**config.mk**
```make
export PLATFORM = sky130hd
export DESIGN_NAME = pgf_ctrl
export DESIGN_NICKNAME = d
export VERILOG_FILES = /design/src/pgf_pkg.sv /design/src/pgf_ctrl.sv
export SDC_FILE = /design/constraint.sdc
export NUM_CORES = 1
export LEC_CHECK = 0
export BUFFER_PORTS_ARGS = -buffer_cell sky130_fd_sc_hd__buf_2
export CAP_MARGIN = 25
export CORE_AREA = 2 2 39 41
export DETAILED_ROUTE_END_ITERATION = 8
export DIE_AREA = 0 0 41 43
export HOLD_SLACK_MARGIN = 0.08
export PLACE_DENSITY = 0.69
export SETUP_SLACK_MARGIN = 0.05
export SYNTH_ARGS = -nofsm -noshare
export SYNTH_HDL_FRONTEND = slang
export SYNTH_SLANG_ARGS = --single-unit
```
**constraint.sdc**
```tcl
create_clock -name clk -period 1.5 [get_ports clk]
set_input_delay 0.075 -clock clk [delete_from_list [all_inputs] [get_ports clk]]
set_output_delay 0.075 -clock clk [all_outputs]
set_load 0.02 [all_outputs]
```
**src/pgf_pkg.sv**
```systemverilog
// Shared types and constants for the palette gradient fill block.
// Used by pgf_div, pgf_ctrl, pgf_datapath and palette_gradient_fill.
package pgf_pkg;

  localparam int COLOR_W = 8;
  localparam int IDX_W   = 8;
  localparam int COUNT_W = 9;
  localparam int NUM_CH  = 3;
  localparam int CH_W    = 2;
  localparam logic [CH_W-1:0] LAST_CH = CH_W'(NUM_CH - 1);

  typedef enum logic [1:0] {
    OP_READ  = 2'd0,
    OP_WRITE = 2'd1,
    OP_GRAD  = 2'd2,
    OP_NOP   = 2'd3
  } op_t;

  typedef enum logic [1:0] {
    ST_DONE  = 2'd0,
    ST_RANGE = 2'd1,
    ST_EMPTY = 2'd2
  } status_t;

  // controller -> datapath
  typedef struct packed {
    logic idle;
    logic load;
    logic set_status;
    logic rd_issue;
    logic cap_read;
    logic wr_single;
    logic div_start;
    logic div_next;
    logic fill_wr;
    logic out_load;
  } cmd_t;

  // datapath -> controller
  typedef struct packed {
    op_t  op;
    logic ok;
    logic div_done;
    logic div_last;
    logic fill_last;
    logic out_busy;
  } stat_t;

endpackage

```
**src/pgf_ctrl.sv**
```systemverilog
// Sequencing state machine for the palette block: decode, read, divide, fill, finish.
// Depends on pgf_pkg; drives cmd_t to pgf_datapath and reads stat_t back.
module pgf_ctrl import pgf_pkg::*; (
  input  logic  clk,
  input  logic  rst_n,
  input  logic  in_valid,
  input  stat_t stat,
  output cmd_t  cmd
);

  typedef enum logic [5:0] {
    S_IDLE   = 6'b000001,
    S_DECODE = 6'b000010,
    S_READ   = 6'b000100,
    S_DIV    = 6'b001000,
    S_FILL   = 6'b010000,
    S_FINISH = 6'b100000
  } state_t;

  state_t state_r, state_nxt;

  always_comb begin
    cmd       = '0;
    state_nxt = state_r;
    unique case (state_r)
      S_IDLE: begin
        cmd.idle = 1'b1;
        if (in_valid) begin
          cmd.load  = 1'b1;
          state_nxt = S_DECODE;
        end
      end
      S_DECODE: begin
        cmd.set_status = 1'b1;
        state_nxt      = S_FINISH;
        if (stat.ok) begin
          unique case (stat.op)
            OP_READ: begin
              cmd.rd_issue = 1'b1;
              state_nxt    = S_READ;
            end
            OP_WRITE: begin
              cmd.wr_single = 1'b1;
            end
            OP_GRAD: begin
              cmd.div_start = 1'b1;
              state_nxt     = S_DIV;
            end
            default: begin
              state_nxt = S_FINISH;
            end
          endcase
        end
      end
      S_READ: begin
        cmd.cap_read = 1'b1;
        state_nxt    = S_FINISH;
      end
      S_DIV: begin
        if (stat.div_done) begin
          if (stat.div_last) begin
            state_nxt = S_FILL;
          end else begin
            cmd.div_next = 1'b1;
          end
        end
      end
      S_FILL: begin
        cmd.fill_wr = 1'b1;
        if (stat.fill_last) begin
          state_nxt = S_FINISH;
        end
      end
      S_FINISH: begin
        // hold until the output register is free
        if (!stat.out_busy) begin
          cmd.out_load = 1'b1;
          state_nxt    = S_IDLE;
        end
      end
      default: begin
        state_nxt = S_IDLE;
      end
    endcase
  end

  always_ff @(posedge clk) begin
    if (!rst_n) begin
      state_r <= S_IDLE;
    end else begin
      state_r <= state_nxt;
    end
  end

endmodule

```
# --- Word-level counts from Yosys, hierarchy flattened ---
# Index checks and enable logic that the tools add are counted.
op_classes:
  n_eq_ne: 13
  n_mux: 24
  n_reduce_logical: 2
ops:
  columns: ["operator", "n"]
  rows:
  - ["6-bit 2-to-1 mux", 6]
  - ["6-bit case mux with 6 select lines", 1]
  - ["1-bit 2-to-1 mux", 12]
  - ["6-bit case mux with 2 select lines", 1]
  - ["2-bit inequality test, second input constant", 5]
  - ["2-bit 2-to-1 mux", 4]
  - ["6-bit by 1-bit equality test with 1-bit output, second input constant", 1]
  - ["6-bit by 2-bit equality test with 1-bit output, second input constant", 1]
  - ["6-bit by 3-bit equality test with 1-bit output, second input constant", 1]
  - ["6-bit by 4-bit equality test with 1-bit output, second input constant", 1]
  - ["6-bit by 5-bit equality test with 1-bit output, second input constant", 1]
  - ["6-bit equality test, second input constant", 1]
  - ["5-bit AND reduction", 1]
  - ["2-bit by 1-bit equality test with 1-bit output, second input constant", 1]
  - ["2-bit equality test, second input constant", 1]
  - ["2-bit zero test", 1]
word_totals:
  regBits: 6
  in_bits: 10
  out_inout_bits: 10
  wordCells: 40

# --- Logic depth before layout (Yosys ltp) ---
# Gate-level depths: netlist of the first run.
logic_depth:
  ltp_word: 4
  ltp_mapped: 6

# --- Least setup slack after synthesis of the first run ---
# No wires, ideal clock.
synth_timing:
  path_type: "flip-flop to flip-flop"
  start: "register state_r[2]"
  end: "register state_r[2]"
  arrival_ps: 1915
  t_required_ps: 1437
  slack_ps: -478
  stages_incl_launch_ff: 5
  path_cell_list: "dfxtp_1 nor4_1 nand2_1 nor4_1 and3_1"
synth_between:
  elab_chain_cells: 3
synth_rtl:
  columns: ["element", "line", "rtl"]
  rows:
  - ["start, declared", "pgf_ctrl.sv:20", "state_t state_r, state_nxt;"]
  - ["start signal, assigned", "pgf_ctrl.sv:91", "state_r <= state_nxt;"]
  - ["6-bit by 4-bit equality test with 1-bit output (tied with other cells)", "pgf_ctrl.sv:25", "unique case (state_r)"]
  - ["2-bit inequality test (no source line)", null, null]
  - ["5-bit AND reduction (no source line)", null, null]
# Parallel ways exist; a longest one is shown, timed or not.
# A chain may end at the register's enable or synchronous reset.

==> impl.org, run 1 <==
** Synth
- Fraction of synthesized cell area taken by the top area cell type :: 0.2689
- Sequential area share after synthesis :: 0.2689
- Biggest area contributors in the synthesized netlist :: sky130_fd_sc_hd__dfxtp_1 (27%), sky130_fd_sc_hd__nand2b_1 (5.6%), sky130_fd_sc_hd__and3_1 (4.2%)
- Dividing the synthesized area by the synthesized cell count gives 8.121 um^2.
- Count of flip-flops with a built-in enable after synthesis :: 0
- Area of the mapped netlist :: 446.7 um^2
- Yosys mapped the design onto 33 distinct sky130hd cell types.
- Most instantiated flip-flop cell in the synthesis netlist :: sky130_fd_sc_hd__dfxtp_1
- The Yosys step of the flow raised 0 warnings.
- Most area-hungry cell type in the Yosys netlist :: sky130_fd_sc_hd__dfxtp_1
- Share of synthesized flip-flops with an asynchronous set or reset :: 0
- Post-Synthesis Net Count :: 65
- Synthesis inferred 6 register bits.
- In the synthesized netlist, the number of instances is 55.

** Power
- Switch Pwr :: 0.2623 mW
- The share of total power dissipated in sequential elements is 0.244.
- Worst-case vdd ir drop :: 0.4753 mV
- Pwr/cell area :: 834.7 mW/mm^2
- The analysis attributes to cell leakage a power of 0.4308 nW.
- Of the total power, the share spent switching nets is 0.3335.
- The share of total power dissipated in combinational logic is 0.569.
- The internal power of the cells totals 0.5241 mW.
- The share of total power dissipated in the clock network is 0.187.

** Timing
- At the pin with the least slew margin, the transition time is 0.2519 ns.
- Final worst clock skew :: 0.005247 ns
- Fin. max-slew vios :: 0
- Number of hold violations in the final report :: 0
- Setup violations remaining at the end of the flow were counted as 15.
- For this run, the top clock speed supported by timing is 0.5755 GHz.
- Post-layout worst setup margin :: -0.2375 ns
- Headroom to the max-slew limit came out at 0.8308.
- Final Cycle Share :: 1.158
- For the finished layout, the period the worst path requires is 1.737 ns.
- Unrepaired setup endpoints after global routing :: true

** Worst setup path
- The worst setup path is launched from a register.
- The setup path with the least slack is of type reg2out.
- Critical path capture point type :: primary output
- STA puts the critical path data arrival time at 1.66 ns.
- Worst Path Max Fanout :: 3
- STA puts the critical path data required time at 1.42 ns.

** Detailed routing
- Vias per std cell :: 5.319
- In this run, the number of DRC markers left after iteration 0 of detailed routing was 7.
- After detailed routing, the total wire length is 1630 um.
- WL/cell :: 14.05 um
- Number of nets still failing antenna checks after routing :: 0
- Number of vias in the routed layout :: 617
- The first detailed-routing pass took 4 iterations.
- # DRC :: 0

** Place
- The congestion estimate from routability-driven global placement came to 0.7739.
- Prior to clock tree synthesis, the placed netlist has a worst setup slack of -0.06324 ns.
- Total of buffers placed on input and output ports :: 19
- Post-detailed-placement half-perimeter wirelength :: 1083 um

** Layout
- Layout cell share with drive strength beyond 1 :: 0.6700
- Number of inserted filler cells in the final layout :: 101
- Storage cell area :: 127.6 um^2
- Commonest non-fill, non-tap cell in the layout :: sky130_fd_sc_hd__buf_4
- Regs by FF count :: state_r x6
- Relative to the synthesized area, the layout overhead comes to 110.9%.
- At the end of the flow the core is filled with cells to 0.6808.
- Number of nets in the final layout :: 112
- Number of flip-flops under the largest register name :: 6
- Most frequent cells in the layout :: sky130_fd_sc_hd__buf_4 (27), sky130_fd_sc_hd__buf_2 (10), sky130_fd_sc_hd__buf_6 (6)
- Multi-input combinational cell area :: 430.4 um^2
- The repair_antennas step left the layout with diodes totalling 0.
- state_r holds more flip-flops than any other register.

** CTS
- TritonCTS clock tree :: done
- CTS built an H-tree with a depth of 1.
- The tree built by TritonCTS fans out to 6 sinks.
- The clock passes through at most 2 buffers.
- Cts bufs inserted :: 3
- Clk Latency, worst-skew pair :: 0.24 ns
- The tree is rooted in a sky130_fd_sc_hd__clkbuf_4.
- Clock edge transition at the registers on the reported setup and hold paths :: 0.05 ns

** Die
- # IOs :: 20
- The die is 43 um tall.
- The die covers 0.001763 mm^2.
- The initial utilization of the core area, before any placement, comes to 0.3228.
- The floorplan has 14 rows.
- In this run the horizontal extent of the chip is 41 um.
- The core region is 0.001384 mm^2.

** Job
- Max-cap violations in this run came to 0.

** GRT
- Global-route usage over all layers :: 0.1821
- Via count of the first global-routing pass :: 592
- Initial antenna violation count :: 0
- For this run the aggregate overflow at the end of global routing stands at 0.
- Pin count of the biggest net entering global routing :: 8
- The first global-routing pass estimated 2235 um of wire.

** Outcome
- Violations in the final reports :: negative setup slack
- Result of the run :: finished with violations

** Worst hold path
- The min-delay analysis places its worst path in the category in2reg.
## worst paths after layout
| kind | to | start | cells after the start | slack (ns) |
|---|---|---|---|---|
| max | cmd[2] | state_r[1] | 5 | -0.24 |
| min | state_r[3] | stat[6] | 3 | 0.19 |
| max reg2reg | state_r[0] | state_r[2] | 6 | -0.22 |
| min reg2reg | state_r[0] | state_r[5] | 3 | 0.68 |
## per-stage QoR
step	setup TNS [ns]	hold WS (ns)	cells	cell area [um^2]	power, mW
6_report	-1.650	0.1860	116	942.2	0.7864
3_3_place_gp	-0.3072	0.3106	105	728.2	0.4791
5_1_grt	-2.563	0.2092	116	942.2	0.8345
2_1_floorplan	-0.4211	0.1550	55	495.5	0.3468
4_1_cts	-2.160	0.1826	114	875.8	0.7449
3_5_place_dp	-0.3961	0.3113	105	728.2	0.4827
## repair_timing
action,CTS,global route
endpoints found under the setup margin,16,16
gates cloned,0,0
hold buffers,1,0
setup buffers,5,2
endpoints found under the hold margin,1,0
pin swaps,5,5
gates resized for setup,21,12
## worst max-delay path, cell delays in order, from the launching register on
cell,delay (ns)
sky130_fd_sc_hd__dfxtp_1,0.31
sky130_fd_sc_hd__or2_4,0.26
sky130_fd_sc_hd__or3_4,0.34
sky130_fd_sc_hd__buf_6,0.13
sky130_fd_sc_hd__nor4b_4,0.23
sky130_fd_sc_hd__buf_4,0.17
## routing by layer
layer	GRT usage	share of wire	vias up
met5	0	0	-
met4	0.08000	0.034	0
met3	0.01571	0.030	6
met2	0.3250	0.53	17
met1	0.2006	0.41	291
li1	-	-	303
## area by class of cell
class	count	share of cell area
inverters	3	0.01195
clock buffers	3	0.02390
flip-flops and latches	6	0.1355
multi-input cells	44	0.4568
repair buffers	44	0.3506
well taps	16	0.02125
## cell families (layout without fill, tap and decap cells)
logic type,count (synthesis),after routing,synth area share
mux,1,1,0.02241
compound gates,12,12,0.1849
buf+inv,5,50,0.04480
simple gates,29,29,0.4398
flops,6,6,0.2689
xor+xnor,2,2,0.03922
## Yosys cell counts (2+ instances only)
master,n
sky130_fd_sc_hd__nand2_1,3
sky130_fd_sc_hd__nand2b_1,4
sky130_fd_sc_hd__nor2_1,4
sky130_fd_sc_hd__inv_1,3
sky130_fd_sc_hd__or4_1,2
sky130_fd_sc_hd__and3_1,3
sky130_fd_sc_hd__dfxtp_1,6
sky130_fd_sc_hd__nor4_1,3
sky130_fd_sc_hd__a21oi_1,3
## power by group through the flow
| stage | sequential, mW | combinational, mW | clock, mW |
|---|---|---|---|
| after floorplan | 0.194 | 0.152 | 0 |
| after global placement | 0.188 | 0.291 | 0 |
| after detailed placement | 0.188 | 0.294 | 0 |
| after CTS | 0.186 | 0.406 | 0.153 |
| after global routing | 0.194 | 0.479 | 0.162 |
| final | 0.192 | 0.447 | 0.147 |
Power figures use the tool's default switching activity.
==> run 2: changes to the inputs <==
--- a/config.mk
+++ b/config.mk
@@ -12,6 +12,7 @@
 export DIE_AREA = 0 0 41 43
 export HOLD_SLACK_MARGIN = 0.08
 export PLACE_DENSITY = 0.69
+export RECOVER_POWER = 100
 export SETUP_SLACK_MARGIN = 0.05
 export SYNTH_ARGS = -nofsm -noshare
 export SYNTH_HDL_FRONTEND = slang
==> impl.org, run 2 (synthesis gave the netlist of run 1 again) <==
** Worst setup path
- Tracing the worst setup path back leads to its startpoint at state_r[1].
- The worst setup path is captured at a primary output.
- R2R setup slack :: -0.22 ns
- In this run the critical register-to-register path is launched from state_r[2].
- The worst setup path is of the reg2out kind.
- Category of the worst setup path launch point :: register
- Worst flop-to-flop path endpoint :: state_r[0]
- STA puts the critical path data required time at 1.42 ns.
- Data arrives at the worst endpoint at 1.66 ns.
- The number of cells on the worst reg-to-reg path is 6.
- Worst Path Max Fanout :: 3

** GRT
- The total overflow left after global routing is 0.
- Initial antenna violation count :: 0
- Entering global routing, the biggest net connects 8 pins.
- Across every metal layer, demand over resource in global routing totals 0.1821.
- Global-route wire length before repair :: 2235 um
- Via count of the first global-routing pass :: 592

** Die
- The initialized floorplan defines 14 standard-cell rows.
- 20 I/O pins were placed.
- The die is 43 um tall.
- The total area inside the core boundary comes to 0.001384 mm^2.
- Initial Util :: 0.3228
- Die ar. :: 0.001763 mm^2
- The floorplan step set the die width to 41 um.

** Layout
- Compared with the post-synthesis result, the final layout area differs by 110.4%.
- Commonest non-fill, non-tap cell in the layout :: sky130_fd_sc_hd__buf_4
- In the layout the commonest cells are sky130_fd_sc_hd__buf_4 (26), sky130_fd_sc_hd__buf_2 (10), sky130_fd_sc_hd__buf_6 (6).
- The register with the most flip-flops in the layout has 6 of them.
- Largest register by flop count :: state_r
- Final non-filler cell area :: 939.7 um^2
- At the end of the flow, the number of nets in the layout was 112.
- Share of the core filled with cells in the final layout :: 0.6790
- The number of antenna diodes in the final layout is 0.
- Regs by FF count :: state_r x6
- In the final layout, the share of cells above drive strength 1 is 0.6700.

** Detailed routing
- Total length of routed met2 wires :: 856 um
- Overall routed net length :: 1630 um
- Sum of met3 wire segment lengths after detailed routing :: 49 um
- The detail route stage leaves a number of antenna-violating nets equal to 0.
- Dividing the detail-routed wire length by the instance count gives 14.05 um.
- TritonRoute pass-1 iters :: 4
- Highest routing layer actually used :: met4
- After detailed routing, the number of remaining DRC violations is 0.
- Number of vias in the routed layout :: 617
- Post-Route M1 WL :: 669 um
- In the routed layout, each cell is associated on average with a via count of 5.319.
- For this block, the initial DRC count from the detailed router was 7.

** Job
- Max-cap check violation count :: 0

** Timing
- Final worst clock skew :: 0.005247 ns
- The worst path in the final design needs a cycle of 1.737 ns, including I/O delays and setup.
- Fin. max-slew vios :: 0
- Static timing analysis puts the maximum clock frequency at 0.5755 GHz.
- WHS :: 0.1860 ns
- Setup repair after global routing could not meet its margin everywhere.
- Count of endpoints failing setup in the final report :: 15
- Post-layout worst setup margin :: -0.2375 ns
- At the pin with the least slew margin, the transition time is 0.2519 ns.
- Number of hold violations in the final report :: 0
- Final Cycle Share :: 1.158
- In this run the tightest slew margin relative to its limit is 0.8308.

** CTS
- Clk buf depth :: 2
- TritonCTS built the clock tree.
- Clock-pin slew was measured on the worst setup and hold paths at 0.05 ns.
- Clock latency on the worst-skew pair, taken at its later pin, is 0.24 ns.
- In this run the clock root is driven by a sky130_fd_sc_hd__clkbuf_4.
- CTS built an H-tree with a depth of 1.
- The number of clock buffers added by TritonCTS is 3.
- The clock drives 6 sinks.

** Place
- Placed Instance Area :: 728.2 um^2
- The congestion estimate from routability-driven global placement came to 0.7739.
- In this run the tool buffered the top-level ports with 19 buffer cells.
- Before CTS, the worst setup slack after placement is -0.06324 ns.
- Post-detailed-placement half-perimeter wirelength :: 1083 um

** Worst hold path
- The worst hold path passes through 3 cells.
- The worst hold path begins at stat[6].
- Worst hold endpoint :: state_r[3]
- In this run the worst hold path is classified as in2reg.

** Outcome
- The flow ran to the end, but the final reports show violations.
- Violations in the final reports :: negative setup slack

** Power
- Pleak :: 0.4301 nW
- Worst-case vdd ir drop :: 0.4752 mV
- Pwr/cell area :: 833.3 mW/mm^2
[run 2: cell count changes in the layout (fill, tap and decap cells not counted)]
cell	delta
sky130_fd_sc_hd__buf_4	-1
sky130_fd_sc_hd__clkbuf_2	+1
[run 2: report_power, final]
part	leakage [nW]	internal, mW	switching (mW)	total (mW)
clock network	0.0138	0.0904	0.0565	0.147
logic	0.366	0.253	0.190	0.444
registers	0.0505	0.177	0.0153	0.192
total	0.430	0.521	0.262	0.783
[run 2: metal layers]
layer,global-route usage,vias to the layer above
met1,0.2006,291
met4,0.08000,0
met2,0.3250,17
met5,0,-
met3,0.01571,6
li1,-,303
[run 2: stage by stage]
stage | TNS [ns] | power, mW | std cells
floorplan | -0.4211 | 0.3468 | 55
global placement | -0.3072 | 0.4791 | 105
finish | -1.762 | 0.7830 | 116
detailed placement | -0.3961 | 0.4827 | 105
CTS | -2.160 | 0.7449 | 114
global route | -2.691 | 0.8308 | 116
[run 2: critical path, cell delays in order, from the launching register on]
cell and delay [ns]:
sky130_fd_sc_hd__dfxtp_1 0.31, sky130_fd_sc_hd__or2_4 0.26, sky130_fd_sc_hd__or3_4 0.34, sky130_fd_sc_hd__buf_6 0.13, sky130_fd_sc_hd__nor4b_4 0.23, sky130_fd_sc_hd__buf_4 0.17
[run 2: layout make-up]
| class | instances | area, um^2 |
|---|---|---|
| timing repair buffer | 44 | 327.8 |
| multi-input combinational | 44 | 430.4 |
| inverter | 3 | 11.26 |
| tap | 16 | 20.02 |
| clock buffer | 3 | 22.52 |
| fill | 101 | 444.2 |
| sequential | 6 | 127.6 |
[run 2: worst max-delay path by stage]
stage | to | slack, ns
global route | cmd[2] | -0.31
finish | cmd[2] | -0.24
global placement | state_r[5] | -0.07
detailed placement | state_r[4] | -0.06
floorplan | state_r[4] | -0.08
CTS | cmd[2] | -0.26
[run 2: timing repair]
action	CTS	global route
endpoints found under the setup margin	16	16
endpoints found under the hold margin	1	0
hold buffers	1	0
setup buffers	5	2
pin swaps	5	5
gates resized for setup	21	12
cloned	0	0
==> run 3: changes to the inputs <==
--- a/config.mk
+++ b/config.mk
@@ -11,7 +11,7 @@
 export DETAILED_ROUTE_END_ITERATION = 8
 export DIE_AREA = 0 0 41 43
 export HOLD_SLACK_MARGIN = 0.08
-export PLACE_DENSITY = 0.69
+export PLACE_DENSITY = 0.66
 export RECOVER_POWER = 100
 export SETUP_SLACK_MARGIN = 0.05
 export SYNTH_ARGS = -nofsm -noshare
==> constraint.sdc (replaced) <==
create_clock -name clk -period 1.95 [get_ports clk]
set_input_delay 0.0975 -clock clk [delete_from_list [all_inputs] [get_ports clk]]
set_output_delay 0.0975 -clock clk [all_outputs]
set_load 0.02 [all_outputs]
==> impl.org, run 3 (synthesis gave the netlist of run 1 again) <==
** Outcome
- The run finished with clean final reports.

** Power
- After layout, the design draws a total of 0.4161 mW.
- Pwr/cell area :: 681.5 mW/mm^2
- Pleak :: 0.2676 nW
- In this run the power spent charging and discharging nets is 0.1426 mW.
- Of the total power, the share spent switching nets is 0.3426.
- Power share of the sequential group :: 0.359
- Of the total power, combinational logic draws 0.377.
- Across the VDD grid, the largest voltage drop is 0.3248 mV.
- Clk pwr share :: 0.264
- Power Internal :: 0.2735 mW

** Place
- At the end of routability-driven placement, the weighted congestion stood at 0.8110.
- Total of buffers placed on input and output ports :: 19
- After legalization and detailed placement, the total HPWL measured 936.2 um.

** Timing
- Transition at the pin with the smallest max-transition slack :: 0.4419 ns
- Summed over all failing endpoints, the final setup total negative slack is 0 ns.
- Count of endpoints failing setup in the final report :: 0
- Final Cycle Share :: 0.9223
- Final worst clock skew :: 0.0001235 ns
- The final-report max-slew violation count came to 0.
- Unrepaired setup endpoints after global routing :: false
- The number of hold violations in the final report is 0.
- Relative slew slack :: 0.7029
- The worst path needs 1.799 ns of the cycle, external delays included.
- For this run, the top clock speed supported by timing is 0.5560 GHz.

** Die
- Y dimension of the die :: 43 um
- Placement Rows :: 14
- Overall die width :: 41 um
- During I/O placement, the number of pins put on the boundary was 20.
- The die covers 0.001763 mm^2.
- For this configuration, the core starts out at a cell density of 0.3228.
- The total area inside the core boundary comes to 0.001384 mm^2.

** Worst setup path
- The critical path is of the reg2out type.
- R2R setup slack :: 0.25 ns
- The startpoint identified for the worst register-to-register timing path is state_r[2].
- The worst setup path is launched from a register.
- Critical path capture point type :: primary output
- Counting cells, the worst reg-to-reg path comes to 5.
- In this run the critical register-to-register path is captured at state_r[0].
- Required time of the critical path :: 1.85 ns
- Of all nets on the critical path, the largest fanout is 4.
- STA puts the critical path data arrival time at 1.70 ns.

** Detailed routing
- For this run, the detailed router's first-pass iteration total came to 4.
- Number of nets still failing antenna checks after routing :: 0
- Drt first-iter violations :: 6
- Overall routed net length :: 1186 um
- The routed layout has 504 vias.
- Vias per std cell :: 5.362
- WL/cell :: 12.62 um
- # DRC :: 0

** CTS
- The longest clock path from root to sink contains 2 buffers.
- In this run the number of H-tree levels came out at 1.
- The clock net in this run drives a total of 6 sinks.
- In this run, post-CTS hold repair placed 0 buffers.
- TritonCTS clock tree :: done
- Clock edge transition at the registers on the reported setup and hold paths :: 0.04 ns
- Clock latency on the worst-skew pair, taken at its later pin, is 0.24 ns.
- Cts bufs inserted :: 3
- Cell chosen for the clock root :: sky130_fd_sc_hd__clkbuf_4
- Once the clock tree was built, the setup fixing pass inserted 0 buffers.

** Worst hold path
- Class of the tightest hold or removal check :: in2reg
- Along the worst hold path, the cell count comes to 2.
- For hold timing, the worst endpoint is state_r[0].
- Worst Min Path Start :: rst_n

** Layout
- Multi-input combinational cell area :: 322.8 um^2
- Of the cells placed in the final design, the portion with a size suffix greater than 1 is 0.3333.
- Number of nets in the final layout :: 90
- The register with the most flip-flops in the layout has 6 of them.
- Ranked by flip-flop count, first place goes to state_r.
- Most frequent cells in the layout :: sky130_fd_sc_hd__buf_2 (12), sky130_fd_sc_hd__dfxtp_1 (5), sky130_fd_sc_hd__nor2_1 (4), sky130_fd_sc_hd__nand2b_1 (4), sky130_fd_sc_hd__clkbuf_1 (4)
- Number of inserted filler cells in the final layout :: 148
- Regs by FF count :: state_r x6
- Layout Area Growth over Synthesis :: 36.69%
- The sequential cells in the finished layout cover a total of 121.4 um^2.
- 0 antenna diodes ended up in the layout.
- Commonest non-fill, non-tap cell in the layout :: sky130_fd_sc_hd__buf_2

** Job
- Max-cap check violation count :: 0

** GRT
- Via count of the first global-routing pass :: 452
- The first global-routing pass estimated 1800 um of wire.
- Global-route usage over all layers :: 0.1518
- Initial antenna violation count :: 0
- Entering global routing, the biggest net connects 12 pins.
- GR Overflow Total :: 0
## run 3: cell types whose count changed in the layout (fill, tap and decap cells not counted), moves of 2 or more
cell and delta:
sky130_fd_sc_hd__buf_6 -6, sky130_fd_sc_hd__dfxtp_1 +3, sky130_fd_sc_hd__nor4_4 -2, sky130_fd_sc_hd__nor2_4 -2, sky130_fd_sc_hd__nor2_1 +2, sky130_fd_sc_hd__buf_2 +2, sky130_fd_sc_hd__dfxtp_2 -2, sky130_fd_sc_hd__buf_4 -23
sky130_fd_sc_hd__clkbuf_2 +2, sky130_fd_sc_hd__clkbuf_1 +4
## run 3: repair_timing
action,4_1_cts,5_1_grt
gates resized for setup,1,2
pin swaps,0,1
endpoints found under the setup margin,3,3
hold endpoints to repair,0,0
cloned,0,0
## run 3: how the worst max path moves through the flow
stage,slack [ns],depth (start not counted),end,startpoint
2_1_floorplan,0.15,3,cmd[2],state_r[5]
3_3_place_gp,0.21,5,state_r[0],state_r[2]
3_5_place_dp,0.17,5,state_r[2],state_r[3]
4_1_cts,0.1,5,cmd[3],state_r[3]
5_1_grt,0.06,4,cmd[4],state_r[0]
6_report,0.15,4,cmd[2],state_r[1]
## run 3: cell type report
| type | count | area share |
|---|---|---|
| Tap cell | 16 | 0.03279 |
| Sequential cell | 6 | 0.1988 |
| Timing Repair Buffer | 22 | 0.1844 |
| Clock buffer | 3 | 0.03689 |
| Inverter | 3 | 0.01844 |
| Multi-Input combinational cell | 44 | 0.5287 |
## run 3: power groups by stage
stage	Sequential, mW	Combinational, mW	Clock [mW]
finish	0.149	0.157	0.110
global route	0.151	0.174	0.131
CTS	0.148	0.160	0.115
detailed placement	0.149	0.159	0
global placement	0.149	0.160	0
floorplan	0.148	0.105	0
## run 3: metal layers
layer  wire (um)  vias to the layer above  share of wire  track usage
met2         583                       20           0.49       0.2375
met5           0                        -              0            0
met4           0                        0              0      0.04667
met1         520                      230           0.44       0.1645
met3          82                        0          0.069      0.08901
li1            -                      254              -            -
## run 3: through the flow
| step | std cells | worst slack (ns) | util | hold WS, ns | cell area [um^2] |
|---|---|---|---|---|---|
| after detailed placement | 91 | 0.1660 | 0.4204 | 0.3632 | 581.8 |
| after CTS | 94 | 0.09651 | 0.4412 | 0.1130 | 610.6 |
| final | 94 | 0.1515 | 0.4412 | 0.1131 | 610.6 |
| after global placement | 91 | 0.2088 | 0.4204 | 0.3563 | 581.8 |
| after floorplan | 55 | 0.1451 | - | 0.1775 | 452.9 |
| after global routing | 94 | 0.06244 | 0.4412 | 0.1017 | 610.6 |
## run 3: worst max-delay path, stage by stage, from the launching register on
cell                       delay [ns]
sky130_fd_sc_hd__dfxtp_1         0.32
sky130_fd_sc_hd__or2_4           0.27
sky130_fd_sc_hd__or3_1           0.37
sky130_fd_sc_hd__nor4b_1         0.29
sky130_fd_sc_hd__clkbuf_2        0.22
